<file path="src/sv/tlbimg_pkg.sv">
// shared types and constants for the tlb identity map generator
`timescale 1ns / 1ps

package tlbimg_pkg;

  localparam int unsigned ADDR_W       = 32;
  localparam int unsigned LEN_W        = 32;
  localparam int unsigned ATTR_W       = 3;
  localparam int unsigned INDEX_W      = 6;
  localparam int unsigned MASK_W       = 29;
  localparam int unsigned LO_W         = 30;
  localparam int unsigned STATUS_W     = 2;
  localparam int unsigned STEPS_W      = 4;
  localparam int unsigned ENTRIES_W    = 7;
  localparam int unsigned CFG_IDX_W    = 1;
  localparam int unsigned CFG_DATA_W   = 7;
  localparam int unsigned PAGE_SHIFT   = 12;
  localparam int unsigned MAX_STEPS    = 8;
  localparam int unsigned NUM_SIZES    = MAX_STEPS + 1;
  localparam int unsigned SEL_W        = 4;
  localparam int unsigned PAGES_W      = 2 * MAX_STEPS;

  localparam logic [STATUS_W-1:0] STAT_ENTRY = 2'd0;
  localparam logic [STATUS_W-1:0] STAT_FULL  = 2'd1;
  localparam logic [STATUS_W-1:0] STAT_EMPTY = 2'd2;

  localparam logic [CFG_IDX_W-1:0] CFG_MAX_PAGE_STEPS = 1'b0;
  localparam logic [CFG_IDX_W-1:0] CFG_TLB_ENTRIES    = 1'b1;

  localparam logic [STEPS_W-1:0]   MAX_STEPS_RESET   = 4'd8;
  localparam logic [ENTRIES_W-1:0] TLB_ENTRIES_RESET = 7'd64;

  typedef enum logic [0:0] {
    CTRL_IDLE,
    CTRL_GEN
  } ctrl_state_e;

  typedef struct packed {
    logic load;
    logic emit;
  } dp_cmd_t;

  typedef struct packed {
    logic res_last;
  } dp_status_t;

endpackage

</file>
<file path="src/sv/tlbimg_if.sv">
// request channels for regions in and tlb entries out
`timescale 1ns / 1ps

interface tlbimg_region_if;
  import tlbimg_pkg::*;

  logic                valid;
  logic                ready;
  logic [ADDR_W-1:0]   start_address;
  logic [LEN_W-1:0]    region_length;
  logic [ATTR_W-1:0]   cache_attr;

  modport source (output valid, output start_address, output region_length,
                  output cache_attr, input ready);
  modport sink   (input valid, input start_address, input region_length,
                  input cache_attr, output ready);
endinterface

interface tlbimg_entry_if;
  import tlbimg_pkg::*;

  logic                valid;
  logic                ready;
  logic [INDEX_W-1:0]  tlb_index;
  logic [MASK_W-1:0]   page_mask;
  logic [ADDR_W-1:0]   entry_hi;
  logic [LO_W-1:0]     entry_lo_even;
  logic [LO_W-1:0]     entry_lo_odd;
  logic [STATUS_W-1:0] status;
  logic                last;

  modport source (output valid, output tlb_index, output page_mask, output entry_hi,
                  output entry_lo_even, output entry_lo_odd, output status,
                  output last, input ready);
  modport sink   (input valid, input tlb_index, input page_mask, input entry_hi,
                  input entry_lo_even, input entry_lo_odd, input status,
                  input last, output ready);
endinterface

</file>
<file path="src/sv/tlbimg_datapath.sv">
// region walker, page size selection, wired counter and result register
`timescale 1ns / 1ps

module tlbimg_datapath #(
  parameter int unsigned WIRED_LIMIT = 63
) (
  input  logic                             clk_i,
  input  logic                             rst_ni,
  input  tlbimg_pkg::dp_cmd_t              cmd_i,
  output tlbimg_pkg::dp_status_t           status_o,
  input  logic [tlbimg_pkg::ADDR_W-1:0]    start_address_i,
  input  logic [tlbimg_pkg::LEN_W-1:0]     region_length_i,
  input  logic [tlbimg_pkg::ATTR_W-1:0]    cache_attr_i,
  input  logic                             cfg_we_i,
  input  logic [tlbimg_pkg::CFG_IDX_W-1:0] cfg_idx_i,
  input  logic [tlbimg_pkg::CFG_DATA_W-1:0] cfg_data_i,
  output logic [tlbimg_pkg::INDEX_W-1:0]   tlb_index_o,
  output logic [tlbimg_pkg::MASK_W-1:0]    page_mask_o,
  output logic [tlbimg_pkg::ADDR_W-1:0]    entry_hi_o,
  output logic [tlbimg_pkg::LO_W-1:0]      entry_lo_even_o,
  output logic [tlbimg_pkg::LO_W-1:0]      entry_lo_odd_o,
  output logic [tlbimg_pkg::STATUS_W-1:0]  entry_status_o,
  output logic                             last_o
);
  import tlbimg_pkg::*;

  localparam logic [INDEX_W-1:0] LIMIT = INDEX_W'(WIRED_LIMIT);

  logic [ADDR_W-1:0]    start_q, start_d;
  logic [LEN_W-1:0]     len_q, len_d;
  logic [ATTR_W-1:0]    attr_q;
  logic [INDEX_W-1:0]   wired_q, wired_d;
  logic [STEPS_W-1:0]   steps_cfg_q;
  logic [ENTRIES_W-1:0] entries_cfg_q;

  logic [INDEX_W-1:0]   idx_q;
  logic [MASK_W-1:0]    mask_q;
  logic [ADDR_W-1:0]    hi_q;
  logic [LO_W-1:0]      lo_even_q, lo_odd_q;
  logic [STATUS_W-1:0]  stat_q;
  logic                 last_q;

  logic [STEPS_W-1:0]   steps;
  logic [NUM_SIZES-1:0] size_ok;
  logic [SEL_W-1:0]     sel;
  logic [ADDR_W-1:0]    sz, two_sz, advance, odd_addr;
  logic                 odd, len_zero, full, short_len;
  logic [PAGES_W-1:0]   pages_m1;
  logic [LEN_W-1:0]     len_next;

  function automatic logic [LO_W-1:0] lo_word(input logic [ADDR_W-1:0] addr,
                                              input logic [ATTR_W-1:0] attr);
    lo_word = {4'b0, addr[ADDR_W-1:PAGE_SHIFT], attr, 3'b111};
  endfunction

  always_comb begin
    steps = (steps_cfg_q > STEPS_W'(MAX_STEPS)) ? STEPS_W'(MAX_STEPS) : steps_cfg_q;
    for (int k = 0; k < NUM_SIZES; k++) begin
      size_ok[k] = ((start_q & ((ADDR_W'(1) << (PAGE_SHIFT + 1 + 2 * k)) - ADDR_W'(1)))
                    == '0) && (len_q >= (LEN_W'(1) << (PAGE_SHIFT + 1 + 2 * k)));
    end
    sel = '0;
    for (int k = 0; k < NUM_SIZES; k++) begin
      if (size_ok[k] && (SEL_W'(k) <= steps)) begin
        sel = SEL_W'(k);
      end
    end
    sz        = ADDR_W'(1) << (PAGE_SHIFT + 2 * sel);
    two_sz    = sz << 1;
    odd       = len_q >= two_sz;
    short_len = len_q < sz;
    advance   = odd ? two_sz : sz;
    len_next  = short_len ? '0 : len_q - advance;
    odd_addr  = start_q + sz;
    pages_m1  = PAGES_W'((sz >> PAGE_SHIFT) - ADDR_W'(1));
    len_zero  = len_q == '0;
    full      = ({1'b0, wired_q} >= entries_cfg_q) || (wired_q >= LIMIT);
  end

  assign status_o.res_last = len_zero || full || (len_next == '0);

  always_comb begin
    start_d = start_q;
    len_d   = len_q;
    wired_d = wired_q;
    if (cmd_i.load) begin
      start_d = start_address_i;
      len_d   = region_length_i;
    end else if (cmd_i.emit && !len_zero && !full) begin
      start_d = start_q + advance;
      len_d   = len_next;
      wired_d = wired_q + INDEX_W'(1);
    end
  end

  always_ff @(posedge clk_i or negedge rst_ni) begin
    if (!rst_ni) begin
      wired_q       <= '0;
      steps_cfg_q   <= MAX_STEPS_RESET;
      entries_cfg_q <= TLB_ENTRIES_RESET;
    end else begin
      wired_q <= wired_d;
      if (cfg_we_i) begin
        case (cfg_idx_i)
          CFG_MAX_PAGE_STEPS: steps_cfg_q   <= cfg_data_i[STEPS_W-1:0];
          CFG_TLB_ENTRIES:    entries_cfg_q <= cfg_data_i[ENTRIES_W-1:0];
          default: ;
        endcase
      end
    end
  end

  always_ff @(posedge clk_i) begin
    start_q <= start_d;
    len_q   <= len_d;
    if (cmd_i.load) begin
      attr_q <= cache_attr_i;
    end
    if (cmd_i.emit) begin
      if (len_zero || full) begin
        idx_q     <= '0;
        mask_q    <= '0;
        hi_q      <= '0;
        lo_even_q <= '0;
        lo_odd_q  <= '0;
        stat_q    <= len_zero ? STAT_EMPTY : STAT_FULL;
        last_q    <= 1'b1;
      end else begin
        idx_q     <= wired_q;
        mask_q    <= {pages_m1, 13'b0};
        hi_q      <= start_q;
        lo_even_q <= lo_word(start_q, attr_q);
        lo_odd_q  <= odd ? lo_word(odd_addr, attr_q) : '0;
        stat_q    <= STAT_ENTRY;
        last_q    <= len_next == '0;
      end
    end
  end

  assign tlb_index_o     = idx_q;
  assign page_mask_o     = mask_q;
  assign entry_hi_o      = hi_q;
  assign entry_lo_even_o = lo_even_q;
  assign entry_lo_odd_o  = lo_odd_q;
  assign entry_status_o  = stat_q;
  assign last_o          = last_q;

endmodule

</file>
<file path="src/sv/tlbimg_ctrl.sv">
// controller: request handshakes and walk sequencing
`timescale 1ns / 1ps

module tlbimg_ctrl (
  input  logic                   clk_i,
  input  logic                   rst_ni,
  input  logic                   in_valid_i,
  output logic                   in_ready_o,
  output logic                   out_valid_o,
  input  logic                   out_ready_i,
  output tlbimg_pkg::dp_cmd_t    cmd_o,
  input  tlbimg_pkg::dp_status_t status_i
);
  import tlbimg_pkg::*;

  ctrl_state_e state_q, state_d;
  logic        out_valid_q, out_valid_d;
  logic        slot_free;

  assign slot_free = !out_valid_q || out_ready_i;

  always_comb begin
    state_d = state_q;
    case (state_q)
      CTRL_IDLE: begin
        if (in_valid_i) begin
          state_d = CTRL_GEN;
        end
      end
      CTRL_GEN: begin
        if (slot_free && status_i.res_last) begin
          state_d = CTRL_IDLE;
        end
      end
      default: state_d = CTRL_IDLE;
    endcase
  end

  always_comb begin
    in_ready_o  = 1'b0;
    cmd_o       = '0;
    out_valid_d = out_valid_q && !out_ready_i;
    case (state_q)
      CTRL_IDLE: begin
        in_ready_o = 1'b1;
        cmd_o.load = in_valid_i;
      end
      CTRL_GEN: begin
        cmd_o.emit = slot_free;
        if (slot_free) begin
          out_valid_d = 1'b1;
        end
      end
      default: ;
    endcase
  end

  always_ff @(posedge clk_i or negedge rst_ni) begin
    if (!rst_ni) begin
      state_q     <= CTRL_IDLE;
      out_valid_q <= 1'b0;
    end else begin
      state_q     <= state_d;
      out_valid_q <= out_valid_d;
    end
  end

  assign out_valid_o = out_valid_q;

endmodule

</file>
<file path="src/sv/tlb_identity_map_generator_unit.sv">
// Identity-map generator for wired MIPS TLB entries. A region request (start, length,
// cache attribute) is walked one TLB entry per clock while the result channel does not
// stall: each such cycle the datapath picks the largest page size allowed by alignment,
// remaining length and the max_page_steps register, and writes one result into the
// output register. The block takes the request first, then emits its results, and takes
// no new region until the last result of the current one is issued. Results are 1 to 64
// per region. The wired counter persists across regions; once it reaches tlb_entries or
// WIRED_LIMIT every later region of nonzero length returns one out-of-entries result
// until reset. Configuration writes belong in idle periods.
`timescale 1ns / 1ps

module tlb_identity_map_generator_unit #(
  parameter int unsigned WIRED_LIMIT = 63
) (
  input  logic                              clk_i,
  input  logic                              rst_ni,
  tlbimg_region_if.sink                     region_i,
  tlbimg_entry_if.source                    entry_o,
  input  logic                              cfg_we_i,
  input  logic [tlbimg_pkg::CFG_IDX_W-1:0]  cfg_idx_i,
  input  logic [tlbimg_pkg::CFG_DATA_W-1:0] cfg_data_i
);
  import tlbimg_pkg::*;

  dp_cmd_t    cmd;
  dp_status_t dp_status;

  tlbimg_ctrl u_ctrl (
    .clk_i       (clk_i),
    .rst_ni      (rst_ni),
    .in_valid_i  (region_i.valid),
    .in_ready_o  (region_i.ready),
    .out_valid_o (entry_o.valid),
    .out_ready_i (entry_o.ready),
    .cmd_o       (cmd),
    .status_i    (dp_status)
  );

  tlbimg_datapath #(
    .WIRED_LIMIT (WIRED_LIMIT)
  ) u_datapath (
    .clk_i           (clk_i),
    .rst_ni          (rst_ni),
    .cmd_i           (cmd),
    .status_o        (dp_status),
    .start_address_i (region_i.start_address),
    .region_length_i (region_i.region_length),
    .cache_attr_i    (region_i.cache_attr),
    .cfg_we_i        (cfg_we_i),
    .cfg_idx_i       (cfg_idx_i),
    .cfg_data_i      (cfg_data_i),
    .tlb_index_o     (entry_o.tlb_index),
    .page_mask_o     (entry_o.page_mask),
    .entry_hi_o      (entry_o.entry_hi),
    .entry_lo_even_o (entry_o.entry_lo_even),
    .entry_lo_odd_o  (entry_o.entry_lo_odd),
    .entry_status_o  (entry_o.status),
    .last_o          (entry_o.last)
  );

endmodule

</file>
<file path="src/flat_wrapper.sv">
// flat-port wrapper written by rule: the top's interface ports become plain ports
module tlb_identity_map_generator_unit_flat import tlbimg_pkg::*;
#(
  parameter int unsigned WIRED_LIMIT = 63
)
  (clk_i, rst_ni, cfg_we_i, cfg_idx_i, cfg_data_i, region_i_valid, region_i_start_address, region_i_region_length, region_i_cache_attr, region_i_ready, entry_o_valid, entry_o_tlb_index, entry_o_page_mask, entry_o_entry_hi, entry_o_entry_lo_even, entry_o_entry_lo_odd, entry_o_status, entry_o_last, entry_o_ready);
  tlbimg_region_if region_i_i ();
  tlbimg_entry_if entry_o_i ();
  input  logic clk_i;
  input  logic rst_ni;
  input  logic cfg_we_i;
  input  logic [tlbimg_pkg::CFG_IDX_W-1:0] cfg_idx_i;
  input  logic [tlbimg_pkg::CFG_DATA_W-1:0] cfg_data_i;
  input wire logic [$bits(region_i_i.valid)-1:0] region_i_valid;
  input wire logic [$bits(region_i_i.start_address)-1:0] region_i_start_address;
  input wire logic [$bits(region_i_i.region_length)-1:0] region_i_region_length;
  input wire logic [$bits(region_i_i.cache_attr)-1:0] region_i_cache_attr;
  output wire logic [$bits(region_i_i.ready)-1:0] region_i_ready;
  output wire logic [$bits(entry_o_i.valid)-1:0] entry_o_valid;
  output wire logic [$bits(entry_o_i.tlb_index)-1:0] entry_o_tlb_index;
  output wire logic [$bits(entry_o_i.page_mask)-1:0] entry_o_page_mask;
  output wire logic [$bits(entry_o_i.entry_hi)-1:0] entry_o_entry_hi;
  output wire logic [$bits(entry_o_i.entry_lo_even)-1:0] entry_o_entry_lo_even;
  output wire logic [$bits(entry_o_i.entry_lo_odd)-1:0] entry_o_entry_lo_odd;
  output wire logic [$bits(entry_o_i.status)-1:0] entry_o_status;
  output wire logic [$bits(entry_o_i.last)-1:0] entry_o_last;
  input wire logic [$bits(entry_o_i.ready)-1:0] entry_o_ready;
  assign region_i_i.valid = region_i_valid;
  assign region_i_i.start_address = region_i_start_address;
  assign region_i_i.region_length = region_i_region_length;
  assign region_i_i.cache_attr = region_i_cache_attr;
  assign region_i_ready = region_i_i.ready;
  assign entry_o_valid = entry_o_i.valid;
  assign entry_o_tlb_index = entry_o_i.tlb_index;
  assign entry_o_page_mask = entry_o_i.page_mask;
  assign entry_o_entry_hi = entry_o_i.entry_hi;
  assign entry_o_entry_lo_even = entry_o_i.entry_lo_even;
  assign entry_o_entry_lo_odd = entry_o_i.entry_lo_odd;
  assign entry_o_status = entry_o_i.status;
  assign entry_o_last = entry_o_i.last;
  assign entry_o_i.ready = entry_o_ready;
  tlb_identity_map_generator_unit #(.WIRED_LIMIT(WIRED_LIMIT)) u_core (.clk_i(clk_i), .rst_ni(rst_ni), .region_i(region_i_i), .entry_o(entry_o_i), .cfg_we_i(cfg_we_i), .cfg_idx_i(cfg_idx_i), .cfg_data_i(cfg_data_i));
endmodule
</file>
<file path="config.mk">
export PLATFORM = sky130hd
export DESIGN_NAME = tlb_identity_map_generator_unit_flat
export DESIGN_NICKNAME = d
export VERILOG_FILES = /design/src/sv/tlbimg_pkg.sv /design/src/sv/tlbimg_if.sv /design/src/sv/tlbimg_datapath.sv /design/src/sv/tlbimg_ctrl.sv /design/src/sv/tlb_identity_map_generator_unit.sv /design/src/flat_wrapper.sv
export SDC_FILE = /design/constraint.sdc
export NUM_CORES = 1
export LEC_CHECK = 0
export ABC_CLOCK_PERIOD_IN_PS = 16100
export BUFFER_PORTS_ARGS = -buffer_cell sky130_fd_sc_hd__buf_2
export CAP_MARGIN = 20
export CORE_UTILIZATION = 63
export DETAILED_ROUTE_END_ITERATION = 6
export GPL_ROUTABILITY_DRIVEN = 0
export HOLD_SLACK_MARGIN = 0.02
export PLACE_DENSITY = 0.88
export SYNTH_ARGS = -nofsm -noshare
export SYNTH_HDL_FRONTEND = slang
export SYNTH_SLANG_ARGS = --single-unit
</file>
<file path="constraint.sdc">
create_clock -name clk_i -period 16.1 [get_ports clk_i]
set_clock_uncertainty 0.1 [all_clocks]
set_input_delay 1.61 -clock clk_i [delete_from_list [all_inputs] [get_ports clk_i]]
set_output_delay 1.61 -clock clk_i [all_outputs]
set_load 0.02 [all_outputs]
</file>
==> results of run 1 <==
==> stage by stage <==
stage                     cells  area [µm²]
after global placement     1733       13700
after detailed placement   1733       13700
after global routing       1766       14300
final                      1766       14300
after CTS                  1765       14300
after floorplan            1353       12800
==> cell usage after synthesis, types with 15 or more instances <==
| cell | number |
|---|---|
| nand2b_1 | 16 |
| buf_4 | 48 |
| nor3_1 | 34 |
| edfxtp_1 | 150 |
| and3_1 | 16 |
| and2_1 | 44 |
| nand3_1 | 24 |
| a21o_1 | 32 |
| nor2b_1 | 15 |
| a21oi_1 | 62 |
| nor2_1 | 92 |
| xor2_1 | 34 |
| nor4_1 | 20 |
| clkbuf_1 | 30 |
| dfrtp_1 | 17 |
| inv_1 | 77 |
| o21ai_0 | 48 |
| ha_1 | 124 |
| nand4_1 | 18 |
| a211o_1 | 17 |
| xnor2_1 | 37 |
| nand2_1 | 147 |
| o31ai_1 | 33 |
==> final timing paths <==
| kind | startpoint | endpoint | slack, ns |
|---|---|---|---|
| worst max-delay path | u_core.u_datapath.len_q[27]$_DFFE_PP_ | u_core.u_datapath.start_q[29]$_DFFE_PP_ | 6.26 |
| worst min-delay path | u_core.u_datapath.entries_cfg_q[2]$_DFFE_PN0P_ | u_core.u_datapath.entries_cfg_q[2]$_DFFE_PN0P_ | 0.41 |
| worst max register to register | u_core.u_datapath.len_q[27]$_DFFE_PP_ | u_core.u_datapath.start_q[29]$_DFFE_PP_ | 6.26 |
| worst min register to register | u_core.u_datapath.entries_cfg_q[2]$_DFFE_PN0P_ | u_core.u_datapath.entries_cfg_q[2]$_DFFE_PN0P_ | 0.41 |
| max in group asynchronous | rst_ni | u_core.u_datapath.steps_cfg_q[3]$_DFFE_PN1P_ | 14.57 |
| min in group asynchronous | rst_ni | u_core.u_datapath.entries_cfg_q[5]$_DFFE_PN0P_ | 1.00 |
==> flip-flops by register name (all words and copies together), names as in the netlist, 2 cells and up <==
| signal | count |
|---|---|
| u_core.u_datapath.page_mask_o | 14 |
| u_core.u_datapath.entry_hi_o | 32 |
| u_core.u_datapath.wired_q | 6 |
| u_core.u_datapath.start_q | 32 |
| u_core.u_datapath.entries_cfg_q | 7 |
| u_core.u_datapath.entry_lo_even_o | 4 |
| u_core.u_datapath.tlb_index_o | 6 |
| u_core.u_datapath.attr_q | 3 |
| u_core.u_datapath.steps_cfg_q | 4 |
| u_core.u_datapath.entry_status_o | 2 |
| u_core.u_datapath.entry_lo_odd_o | 24 |
| u_core.u_datapath.len_q | 32 |
==> cells by family (layout without fill, tap and decap cells) <==
family,Yosys count,after routing
and+or+nand+nor,475,475
buffers and inverters,161,309
other,2,26
muxes,16,16
AOI/OAI and AO/OA,307,307
DFF,169,169
xor gates and xnor gates,73,73
adders and majority gates,126,126
==> power groups by stage <==
stage	clock network (W)	logic [W]	registers (W)
after floorplan	0	0.00117	0.00106
after global placement	0	0.00158	0.000981
after detailed placement	0	0.00163	0.000992
after CTS	0.000401	0.00165	0.000985
after global routing	0.000416	0.00185	0.00102
final	0.000401	0.00169	0.000993
==> worst register-to-register path: cells and delay by family, from the launching register on <==
family / cells / cell delay, ns
XOR/XNOR: 1 / 0.19
adder cells (fa/ha/maj): 3 / 0.93
buffers and inverters: 2 / 0.28
AND/OR/NAND/NOR: 8 / 2.56
multiplexers: 1 / 0.23
AO/OA/AOI/OAI: 16 / 4.78
flip-flops: 1 / 0.49
==> final cells by class <==
class / count / share of cell area [%]
Clock buffer: 19 / 3.03
Clock inverter: 13 / 0.928
Tap cell: 265 / 2.32
Timing Repair Buffer: 199 / 7.27
Multi-Input combinational cell: 1023 / 49.5
Inverter: 78 / 2.06
Sequential cell: 169 / 34.9
==> routing by layer <==
metal,track usage (%),vias up
met1,41.2,5136
met3,5.33,98
met2,51.5,658
li1,-,5144
met5,0,-
met4,15.3,0
==> flow_summary.ini, run 1 <==
[status]
status = finished clean

[hold_path]
hp-class = register to register
whs_path_depth = 1

[power_and_ir_drop]
pwr-share-seq_pct = 32.2
p_int_w = 0.00167
p_per_area_mw_per_mm2 = 216
peakVddDrop_uv = 126
finalPower_w = 0.00308
leakage_nw = 6.37
p_sw_w = 0.00142
swShare_pct = 45.9
comb_power_share_pct = 54.8
p_clk_share_pct = 13.0

[sta]
final_max_slew_viol_count = 0
whs_ns = 0.409
grt_setup_unrepaired = false
layout_min_cycle_time_ns = 9.84
relSlewSlack_pct = 36.5
worst_pin_slew_ns = 0.952
timing.fmax_mhz = 102
post-route-period-util_pct = 61.1
setup_tns_ns = 0
setup_ws_ns = 6.26
finalSetupViolCount = 0
final_hold_viol_count = 0

[detailed_routing]
drt_iter0_markers = 1124
wl_met2_um = 15200
vias_per_cell = 6.25
top_layer = met4
wl_per_cell_um = 18.3
firstDrtPassIters = 6
wl_met1_um = 12900
wl_um = 32400
wl_met3_um = 3160
ant_nets = 0
num_vias = 11000
drcViolationCount = 0

[finish]
drive_gt1_share_pct = 18.5
layout.nets = 1694
diodes = 0
multi_input_area_mm2 = 0.00708
seq_area_mm2 = 0.00498
utilization_pct = 72.7
fillerInstances = 1407
syn_to_final_growth_pct = 12.1
final_common_cell = buf_2
final_cell_mix = buf_2 (190), edfxtp_1 (150), nand2_1 (146)

[global_routing]
grt_pass1_wl_um = 50600
overflow = 0
antenna_found_initial = 0
grt_pass1_vias = 10200
grt_max_degree = 97
groute.usage.overall_pct = 31.7

[flow_run]
drv_cap = 0

[logic_synthesis]
synth.mux.area_fraction_pct = 1.39
async_reset_ff_share_pct = 11.2
synthCells = 1329
synth_xor_area_share_pct = 5.13
synth_top_area_share_pct = 35.3
synth_edf_count = 150
yosysUniqueCellTypes = 88
yosysWarningCount = 0
yosys.area.top_type = edfxtp_1
synth_area_leaders = edfxtp_1 (35%), ha_1 (12%), nand2_1 (4.3%)
synth_seq_cells = 169
syn_area_mm2 = 0.0128
synthFlopType = edfxtp_1
synth_top_family_by_area = simple AND/OR/NAND/NOR gates
seq_area_frac_synth_pct = 39.1
synth_compound_area_share_pct = 16.9
avgSynthCellArea_um2 = 9.60
yosys.area_share.simple_pct = 18.8
synth-adder-area-share_pct = 12.5

[cts]
cts_tree = built
postCtsResizedCells = 0
htreeDepth = 4
cts_buffers = 17
clock_latency_ns = 0.44
cts_sinks = 169
clkTransAtPathRegs_ns = 0.07
cts_hold_buf = 0
clock_tree.buffer_depth = 2
post_cts_buffers = 0
cts-root-buf = clkbuf_16

[setup_path]
critPathSlowestCell = nor4_1
worstPathArrival_ns = 9.89
critPathMostFrequentCell = a211o_1
crit_path_end_kind = register
crit_cells = 31
ff2ff_path_depth = 31
critical_path_buf_inv_count = 2
cp.required_ns = 16.14
worst-setup-path-type = register to register
slowest_delay_ns = 0.83
start_kind = register
crit_fanout = 20
crit_family = compound AO/OA/AOI/OAI gates

[floorplan]
core_mm2 = 0.0197
die_y_um = 144
start_util_pct = 64.9
rows = 51
die_area_mm2 = 0.0208
io_pins = 212
dieWidth_um = 144

[placement]
io_buffers = 190
hpwl_um = 24600
dpl_worst_slack_ns = 6.76
Note: power is estimated with default switching activity, not from simulation.
==> inputs of run 2 (changes only) <==
--- a/config.mk
+++ b/config.mk
@@ -5,14 +5,15 @@
 export SDC_FILE = /design/constraint.sdc
 export NUM_CORES = 1
 export LEC_CHECK = 0
-export ABC_CLOCK_PERIOD_IN_PS = 16100
+export ABC_AREA = 1
+export ABC_CLOCK_PERIOD_IN_PS = 9500
 export BUFFER_PORTS_ARGS = -buffer_cell sky130_fd_sc_hd__buf_2
 export CAP_MARGIN = 20
-export CORE_UTILIZATION = 63
+export CORE_UTILIZATION = 58
 export DETAILED_ROUTE_END_ITERATION = 6
 export GPL_ROUTABILITY_DRIVEN = 0
 export HOLD_SLACK_MARGIN = 0.02
-export PLACE_DENSITY = 0.88
+export PLACE_DENSITY = 0.82
 export SYNTH_ARGS = -nofsm -noshare
 export SYNTH_HDL_FRONTEND = slang
 export SYNTH_SLANG_ARGS = --single-unit
==> constraint.sdc (replaced) <==
create_clock -name clk_i -period 9.5 [get_ports clk_i]
set_clock_uncertainty 0.1 [all_clocks]
set_input_delay 0.95 -clock clk_i [delete_from_list [all_inputs] [get_ports clk_i]]
set_output_delay 0.95 -clock clk_i [all_outputs]
set_load 0.02 [all_outputs]
==> run 2 against run 1 <==
  * Combinational power up 80%
  * Hold slack got worse by 0.069 ns
  * Clock power rose by 77%
  * Critical path depth is 12 higher
  * Largest cell class unchanged
  * Maximum frequency grew 15%
  * Non-clock buffer count decreased by 4
==> flow_summary.ini, run 2 <==
[finish]
utilization_pct = 67.0
multi_input_area_mm2 = 0.00699
seq_area_mm2 = 0.00498
diodes = 0
syn_to_final_growth_pct = 12.0
final_cell_mix = nand2_1 (361), inv_1 (230), nor2_1 (225)
fillerInstances = 1779
drive_gt1_share_pct = 14.8
layout.nets = 2066
final_common_cell = nand2_1
stdcell_area_mm2 = 0.0148

[power_and_ir_drop]
p_int_w = 0.00278
peakVddDrop_uv = 178
comb_power_share_pct = 55.5
p_clk_share_pct = 12.9
leakage_nw = 7.04
pwr-share-seq_pct = 31.6
p_per_area_mw_per_mm2 = 370
swShare_pct = 49.2
p_sw_w = 0.00269

[cts]
cts_tree = built
clock_tree.buffer_depth = 2
cts-root-buf = clkbuf_16
cts_sinks = 169
htreeDepth = 4
clock_latency_ns = 0.45
clkTransAtPathRegs_ns = 0.07
cts_hold_buf = 0
cts_buffers = 17
post_cts_buffers = 0
postCtsResizedCells = 0

[hold_path]
hp-class = input port to async pin

[placement]
hpwl_um = 28000
dpl_worst_slack_ns = 1.05
placed_cell_area_mm2 = 0.0142
io_buffers = 190

[floorplan]
dieWidth_um = 153
core_mm2 = 0.0221
io_pins = 212
rows = 54
die_area_mm2 = 0.0234
die_y_um = 153
start_util_pct = 59.8

[setup_path]
cp.required_ns = 9.69
r2r_end = u_core.u_ctrl.state_q$_DFF_PN0_
start_kind = register
crit_fanout = 18
r2r_setup_slack_ns = 0.92
critPathMostFrequentCell = nand2_1
endpoint = u_core.u_ctrl.state_q$_DFF_PN0_
rr_startpoint = u_core.u_datapath.len_q[28]$_DFFE_PP_
critPathSlowestCell = a221oi_1
worstPathArrival_ns = 8.77
worst-setup-path-type = register to register
crit_path_end_kind = register
ff2ff_path_depth = 43
slowest_delay_ns = 0.50
startpoint = u_core.u_datapath.len_q[28]$_DFFE_PP_

[detailed_routing]
wl_um = 36700
drt_iter0_markers = 1272
drcViolationCount = 0
num_vias = 12600
vias_per_cell = 5.86
firstDrtPassIters = 7
wl_per_cell_um = 17.0
ant_nets = 0

[logic_synthesis]
async_reset_ff_share_pct = 11.2
synthCells = 1694
synth_top_area_share_pct = 34.1
seq_area_frac_synth_pct = 37.7
synth_area_leaders = edfxtp_1 (34%), ha_1 (12%), nand2_1 (10%)
synth_seq_cells = 169
yosysWarningCount = 0
netlist_top_cells_count = nand2_1 (362), inv_1 (232), nor2_1 (225)
yosysUniqueCellTypes = 62
syn_area_mm2 = 0.0132
synthFlopType = edfxtp_1
yosys.area.top_type = edfxtp_1
avgSynthCellArea_um2 = 7.80
synth_edf_count = 150
synth.most_common_cell = nand2_1

[sta]
post-route-period-util_pct = 90.3
relSlewSlack_pct = 29.4
setup_tns_ns = 0
timing.fmax_mhz = 117
final_max_slew_viol_count = 0
grt_setup_unrepaired = false
final_hold_viol_count = 0
layout_min_cycle_time_ns = 8.58
worst_pin_slew_ns = 1.06
finalSetupViolCount = 0
whs_ns = 0.340
setup_ws_ns = 0.925

[status]
status = finished clean

[global_routing]
groute.usage.overall_pct = 31.4
grt_pass1_wl_um = 58500
overflow = 0
antenna_found_initial = 0
grt_pass1_vias = 11900
grt_max_degree = 87

[flow_run]
drv_cap = 0
[run 2: cell types whose count changed after synthesis, sizes merged, moves of 17 or more]
cell,change
a211o,-17
a21o,-22
a21oi,+42
and2,-44
inv,+159
nand2,+219
nand3,+51
nor2,+140
o21ai,+33
o31ai,-17
xnor2,-21
[run 2: kinds of logic after synthesis]
kind of cell | share of synthesized area (%)
adder cells (fa/ha/maj) | 12.0
AO/OA/AOI/OAI | 13.0
flip-flops | 37.7
AND/OR/NAND/NOR | 24.0
XOR/XNOR | 2.85
multiplexers | 0.0852
buffers and inverters | 10.3
other | 0.0568
[run 2: how the worst min path moves through the flow]
| stage | from | endpoint | slack (ns) | depth (start not counted) |
|---|---|---|---|---|
| final | rst_ni | u_core.u_datapath.entries_cfg_q[4]$_DFFE_PN0P_ | 0.34 | 1 |
| after global routing | rst_ni | u_core.u_datapath.entries_cfg_q[4]$_DFFE_PN0P_ | 0.37 | 1 |
| after CTS | rst_ni | u_core.u_datapath.entries_cfg_q[4]$_DFFE_PN0P_ | 0.35 | 1 |
| after detailed placement | u_core.u_datapath.entries_cfg_q[1]$_DFFE_PN0P_ | u_core.u_datapath.entries_cfg_q[1]$_DFFE_PN0P_ | 0.38 | 2 |
| after global placement | u_core.u_datapath.entries_cfg_q[1]$_DFFE_PN0P_ | u_core.u_datapath.entries_cfg_q[1]$_DFFE_PN0P_ | 0.37 | 2 |
| after floorplan | u_core.u_datapath.entries_cfg_q[1]$_DFFE_PN0P_ | u_core.u_datapath.entries_cfg_q[1]$_DFFE_PN0P_ | 0.35 | 2 |
[run 2: metrics by stage]
| step | instances | total power (W) |
|---|---|---|
| after floorplan | 1718 | 0.00391 |
| after global placement | 2121 | 0.00458 |
| after detailed placement | 2121 | 0.00467 |
| after CTS | 2153 | 0.00540 |
| after global routing | 2153 | 0.00584 |
| final | 2153 | 0.00547 |
[run 2: area by class of cell]
cell class	count	share of cell area, %
multi-input cells	1238	47.2
flip-flops and latches	169	33.7
repair buffers	195	6.68
inverters	239	6.09
clock buffers	21	3.33
well taps	280	2.37
clock inverters	11	0.651
[run 2: layer usage]
| layer | up-vias | part of all wire, % | GRT usage [%] |
|---|---|---|---|
| li1 | 5936 | - | - |
| met1 | 5756 | 40 | 40.3 |
| met2 | 771 | 46 | 52.6 |
| met3 | 146 | 9.4 | 4.76 |
| met4 | 0 | 4.3 | 14.0 |
| met5 | - | 0 | 0 |
[run 2: power groups by stage]
stage          Sequential, W  Combinational (W)  Clock [W]
4_1_cts              0.00171            0.00297   0.000709
2_1_floorplan        0.00186            0.00205          0
3_3_place_gp         0.00171            0.00287          0
3_5_place_dp         0.00173            0.00295          0
6_report             0.00173            0.00304   0.000708
5_1_grt              0.00176            0.00334   0.000737
[run 2: critical path, delay by kind of cell (launching register included)]
family / cells / cell delay [ns]
buffers and inverters: 5 / 0.84
adder cells (fa/ha/maj): 3 / 0.98
AND/OR/NAND/NOR: 25 / 3.76
AO/OA/AOI/OAI: 10 / 2.25
flip-flops: 1 / 0.49
